## src/hdl/assert_macros.svh

```systemverilog
// Assertion helpers shared by the RTL.
`ifndef ASSERT_MACROS_SVH
`define ASSERT_MACROS_SVH

// Check property p on every rising clock edge, off while reset is low.
`define ASSERT_CLK(label, clk, rst_n, p, msg) \
  label: assert property (@(posedge clk) disable iff (!rst_n) (p)) else $error(msg);

// Check that a implies b in the next cycle.
`define ASSERT_NEXT(label, clk, rst_n, a, b, msg) \
  label: assert property (@(posedge clk) disable iff (!rst_n) (a) |=> (b)) else $error(msg);

`endif

```

## src/hdl/hsff_pkg.sv

```systemverilog
package hsff_pkg;
  localparam int unsigned NumStatesDef  = 8;
  localparam int unsigned NumSymbolsDef = 16;
  localparam int unsigned FracBitsDef   = 16;

  localparam int unsigned KindW   = 2;
  localparam int unsigned RowW    = 3;
  localparam int unsigned ColW    = 4;
  localparam int unsigned ValueW  = 17;
  localparam int unsigned SymbolW = 4;

  typedef enum logic [KindW-1:0] {
    KIND_LOAD_TRANS = 2'd0,
    KIND_LOAD_EMIT  = 2'd1,
    KIND_START      = 2'd2,
    KIND_SYMBOL     = 2'd3
  } kind_e;

  // Sequencer commands broadcast to every cell.
  typedef struct packed {
    logic mac;      // accumulate shifted-in alpha * transition
    logic trunc;    // truncate accumulator by the fraction width
    logic emit;     // multiply by emission value
    logic load_div; // capture scaled numerator for the divider
    logic div_step; // one restoring division step
    logic zero;     // clear result (zero scale)
    logic start;    // reset alpha to state 0 one
    logic commit;   // write quotient back to alpha
  } cell_cmd_t;
endpackage

```

## src/hdl/hsff_cell.sv

```systemverilog
module hsff_cell
  import hsff_pkg::*;
#(
  parameter int unsigned FracBits = FracBitsDef,
  parameter int unsigned SumW     = 24,
  parameter bit          IsFirst  = 1'b0
) (
  input  logic                clk_i,
  input  logic                rst_ni,
  input  cell_cmd_t           cmd_i,
  input  logic [FracBits:0]   alpha_i,     // from neighbor in the ring
  input  logic [FracBits:0]   trans_i,     // transition[src][this]
  input  logic [FracBits:0]   emit_i,
  input  logic [SumW-1:0]     sum_i,       // divisor
  output logic [FracBits:0]   alpha_o,     // ring value (own alpha outside mac), to neighbor
  output logic [SumW-1:0]     raw_o,
  output logic [FracBits:0]   prob_o
);
  localparam int unsigned PW   = FracBits + 1;
  localparam int unsigned AccW = 2 * PW + 6;
  localparam int unsigned NumW = SumW + FracBits + 1;

  logic [PW-1:0]   alpha_q, alpha_d, ring_q;
  logic [AccW-1:0] acc_q, acc_d;
  logic [NumW-1:0] num_q, num_d;
  logic [SumW:0]   rem_q, rem_d;
  logic [SumW:0]   trial;
  logic [NumW-1:0] quo_q, quo_d;

  always_comb begin
    alpha_d = alpha_q;
    acc_d   = acc_q;
    num_d   = num_q;
    rem_d   = rem_q;
    quo_d   = quo_q;
    trial   = {rem_q[SumW-1:0], num_q[NumW-1]} - {1'b0, sum_i};
    if (cmd_i.start) begin
      alpha_d = IsFirst ? PW'(1 << FracBits) : '0;
    end else if (cmd_i.commit) begin
      alpha_d = (quo_q > NumW'(1 << FracBits)) ? PW'(1 << FracBits) : quo_q[PW-1:0];
    end
    if (cmd_i.mac) begin
      acc_d = acc_q + AccW'(ring_q * trans_i);
    end else if (cmd_i.trunc) begin
      acc_d = acc_q >> FracBits;
    end else if (cmd_i.emit) begin
      acc_d = AccW'((acc_q * emit_i) >> FracBits);
    end
    if (cmd_i.load_div) begin
      num_d = NumW'(acc_q) << FracBits;
      rem_d = '0;
      quo_d = '0;
    end else if (cmd_i.div_step) begin
      num_d = num_q << 1;
      if (!trial[SumW]) begin
        rem_d = trial;
        quo_d = {quo_q[NumW-2:0], 1'b1};
      end else begin
        rem_d = {rem_q[SumW-1:0], num_q[NumW-1]};
        quo_d = {quo_q[NumW-2:0], 1'b0};
      end
    end else if (cmd_i.zero) begin
      quo_d = '0;
    end
  end

  always_ff @(posedge clk_i or negedge rst_ni) begin
    if (!rst_ni) begin
      alpha_q <= IsFirst ? PW'(1 << FracBits) : '0;
    end else begin
      alpha_q <= alpha_d;
    end
  end

  // Ring register: load own alpha, then rotate the neighbor's value each mac.
  always_ff @(posedge clk_i) begin
    if (cmd_i.load_div || cmd_i.start || cmd_i.commit || !cmd_i.mac) ring_q <= alpha_d;
    else ring_q <= alpha_i;
    acc_q <= (cmd_i.load_div) ? '0 : acc_d;
    num_q <= num_d;
    rem_q <= rem_d;
    quo_q <= quo_d;
  end

  assign alpha_o = ring_q;
  assign raw_o   = SumW'(acc_q);
  assign prob_o  = (quo_q > NumW'(1 << FracBits)) ? PW'(1 << FracBits) : quo_q[PW-1:0];
endmodule

```

## config.mk

```make
export PLATFORM = sky130hd
export DESIGN_NAME = hsff_cell
export DESIGN_NICKNAME = d
export VERILOG_FILES = /design/src/hdl/assert_macros.svh /design/src/hdl/hsff_pkg.sv /design/src/hdl/hsff_cell.sv
export SDC_FILE = /design/constraint.sdc
export NUM_CORES = 2
export LEC_CHECK = 0
export ABC_CLOCK_PERIOD_IN_PS = 6150
export BUFFER_PORTS_ARGS = -buffer_cell sky130_fd_sc_hd__buf_2
export CORE_AREA = 5 5 274 276
export CTS_BUF_LIST = sky130_fd_sc_hd__clkbuf_8 sky130_fd_sc_hd__clkbuf_16
export DETAILED_ROUTE_END_ITERATION = 12
export DIE_AREA = 0 0 279 281
export PLACE_DENSITY = 0.76
export SYNTH_ARGS = -nofsm -noshare
export SYNTH_HDL_FRONTEND = slang
export SYNTH_SLANG_ARGS = --single-unit
```

## constraint.sdc

```tcl
create_clock -name clk_i -period 6.15 [get_ports clk_i]
set_clock_uncertainty 0.05 [all_clocks]
set_input_delay 0 -clock clk_i [delete_from_list [all_inputs] [get_ports clk_i]]
set_output_delay 0 -clock clk_i [all_outputs]
set_load 0.03 [all_outputs]
```

==> results.py <==
metrics = {
    "outcome": {
        "run_status": "complete, but fails checks",
        "violations": "setup timing",
    },
    "grt": {
        "grt_pass1_vias": 29275,
        "grt.overflow.total": 0,
        "antenna_found_initial": 4,
        "grt_max_degree": 54,
        "grt_pass1_wl_um": 146000,
        "track_usage_pct": 22.9,
    },
    "cells_and_area": {
        "fin_nets": 5243,
        "final_util_pct": 54.3,
        "areaGrowthSynthToFinish_pct": 14.6,
        "fin_area_um2": 39300,
        "drive_gt1_share_pct": 16.5,
    },
    "critical_path": {
        "critPathRequiredTime_ps": 6440,
        "slowest_stage": "fa_2",
        "max_stage_delay_ps": 600,
        "worstPathArrival_ps": 6520,
        "critical_path.max_fanout": 5,
        "critPathKind": "reg2reg",
        "critPathBufInv": 8,
        "cp_common_cell": "fa_1",
        "start_kind": "flop",
        "crit_family": "adder cells",
        "endpoint_kind": "flop",
    },
    "die": {
        "rows": 99,
        "core_um2": 72300,
        "die_area_um2": 78400,
        "num_io_pins": 143,
        "start_util_pct": 47.4,
        "fp.dieH_um": 281,
        "chipWidth_um": 279,
    },
    "clock_tree": {
        "htreeDepth": 4,
        "cts_root_buffer": "clkbuf_16",
        "clockBufferDepth": 2,
        "cts_num_sinks": 164,
        "cts_tree": "done",
        "cts_buffers": 17,
        "worstSkewPairLatency_ps": 450,
        "path_clk_slew_ps": 80,
    },
    "placement": {
        "placed_cell_area_um2": 37400,
        "numPortBuffers": 142,
        "place_ws_ps": -251,
        "hpwl_um": 73200,
        "gp_congestion": 0.932,
    },
    "drt": {
        "drt-initial-drc-count": 2090,
        "met2_length_um": 46600,
        "final_antenna_net_count": 0,
        "via_per_inst": 5.33,
        "drcViolationCount": 0,
        "finalWirelength_um": 91400,
        "met1Wirelength_um": 34200,
        "via_count": 27878,
        "routedWlPerCell_um": 17.5,
        "top_layer": "met4",
        "dr_wl_met3_um": 7370,
        "first_pass_iters": 10,
    },
    "run": {
        "cap_violations": 0,
    },
    "synth": {
        "ys_top_cells_by_count": "inv_1, nand2_1, fa_1, and2_1, ha_1",
        "synth-edff-count": 25,
        "synth.most_common_cell": "inv_1",
        "synthArstFlopShare_pct": 10.4,
        "yosysSeqAreaShare_pct": 10.6,
        "synth_nets": 4988,
        "synth_area_per_cell_um2": 8.58,
        "yosys_warnings": 0,
        "yosys.area.top_type": "fa_1",
        "synth_area_leaders": "fa_1, inv_1, nand2_1",
        "synth_cells": 3998,
        "yosys_register_bits": 164,
        "synth_top_area_share_pct": 40.6,
        "synth_area_um2": 34300,
        "dominantRegCellSynth": "dfxtp_1",
        "ys_types": 80,
    },
    "timing": {
        "hold_viol_final": 0,
        "rsz0062_at_grt": "true",
        "relSlewSlack_pct": 20.1,
        "period_needed_ps": 6230,
        "finalMaxSlewViolations": 0,
        "tightest_slew_ps": 1190,
        "finalCritPeriodShare_pct": 101,
        "fmax_ghz": 0.160,
        "holdWs_ps": 48.5,
        "setup_slack_ps": -84.3,
        "finalSetupViolations": 8,
    },
    "worst_hold_path": {
        "hold_class": "in2reg",
    },
}
[cell type report]
cell class	instances	area, µm²
sequential	164	3710
clock inverter	14	154
timing repair buffer	466	3390
multi-input combinational	2633	26700
fill	6281	33000
inverter	971	3640
tap	959	1200
antenna	3	7.51
clock buffer	18	439
[placed cells by master (no fill, tap or decap), drive strengths merged, types with 12 or more instances in the layout]
master / n
a211oi: 15
a21o: 29
a21oi: 83
a22o: 42
a311oi: 15
and2: 260
and3: 12
buf: 444
clkbuf: 18
dfrtp: 17
dfxtp: 122
dlygate4sd3: 22
edfxtp: 25
fa: 696
ha: 209
inv: 980
mux2: 25
nand2: 737
nand3: 23
nor2: 92
nor3: 21
nor4: 14
o211ai: 13
o21a: 13
o21ai: 72
xnor2: 61
xor2: 25
[per-layer routing]
metal / track usage [%] / vias to the layer above
met3: 4.15 / 258
met4: 6.99 / 0
met5: 0 / -
met1: 28.3 / 14032
li1: - / 12418
met2: 41.1 / 1170
[path summary, 6_finish.rpt]
path / startpoint / to / slack [ps] / cells past startpoint
setup / recovery: alpha_o[8] / acc_q[34] / -80 / 25
setup reg to reg: alpha_o[8] / acc_q[34] / -80 / 25
hold / removal: sum_i[0] / rem_q[0] / 50 / 4
min in group asynchronous: rst_ni / alpha_q[6] / 690 / 3
max in group asynchronous: rst_ni / alpha_q[14] / 4830 / 3
hold reg to reg: alpha_q[13] / alpha_q[13] / 420 / 2
[per-stage QoR]
step / instances / setup TNS, ps
after global routing: 5225 / -3780
after CTS: 5188 / 0
after global placement: 5131 / -674
after detailed placement: 5131 / -2770
after floorplan: 3998 / -9.39
final: 5228 / -385
[timing repair]
| action | 4_1_cts | 5_1_grt |
|---|---|---|
| gates resized for setup | 59 | 173 |
| endpoints found under the hold margin | 53 | 0 |
| setup endpoints to repair | 27 | 36 |
| pin swaps | 12 | 88 |
| setup buffers | 3 | 41 |
| hold buffers | 22 | 0 |
[worst register-to-register path: stages, from the launching register on]
cell,delay (ps)
dfxtp_4,400
buf_6,150
nand2_2,60
fa_1,540
inv_1,50
fa_1,490
fa_1,500
inv_1,60
fa_2,600
inv_2,60
fa_2,550
fa_1,460
ha_4,210
buf_4,140
nor2_2,170
nor4_4,70
buf_4,140
nand4_1,100
inv_2,60
a21oi_2,210
o22ai_2,140
buf_4,160
nand2_2,70
a21oi_2,60
or3_4,370
a32o_1,240
[registers in the layout, summed over array words and instances (netlist names)]
signal and count:
rem_q 24, acc_q 40, alpha_o 17, num_q 25
quo_q 41, alpha_q 17
[logic make-up (layout without fill, tap and decap cells)]
| logic type | after synthesis | in the layout | synth area share, % |
|---|---|---|---|
| AO/OA/AOI/OAI | 393 | 393 | 8.35 |
| XOR/XNOR | 86 | 86 | 2.27 |
| adder cells (fa/ha/maj) | 905 | 905 | 48.3 |
| buffers and inverters | 1201 | 1469 | 13.4 |
| flip-flops | 164 | 164 | 10.6 |
| multiplexers | 35 | 35 | 1.11 |
| other | 0 | 3 | 0 |
| AND/OR/NAND/NOR | 1214 | 1214 | 16.0 |
Power is not shown: default switching activity piles up to over one toggle a cycle in this logic, so the estimate is an artifact.
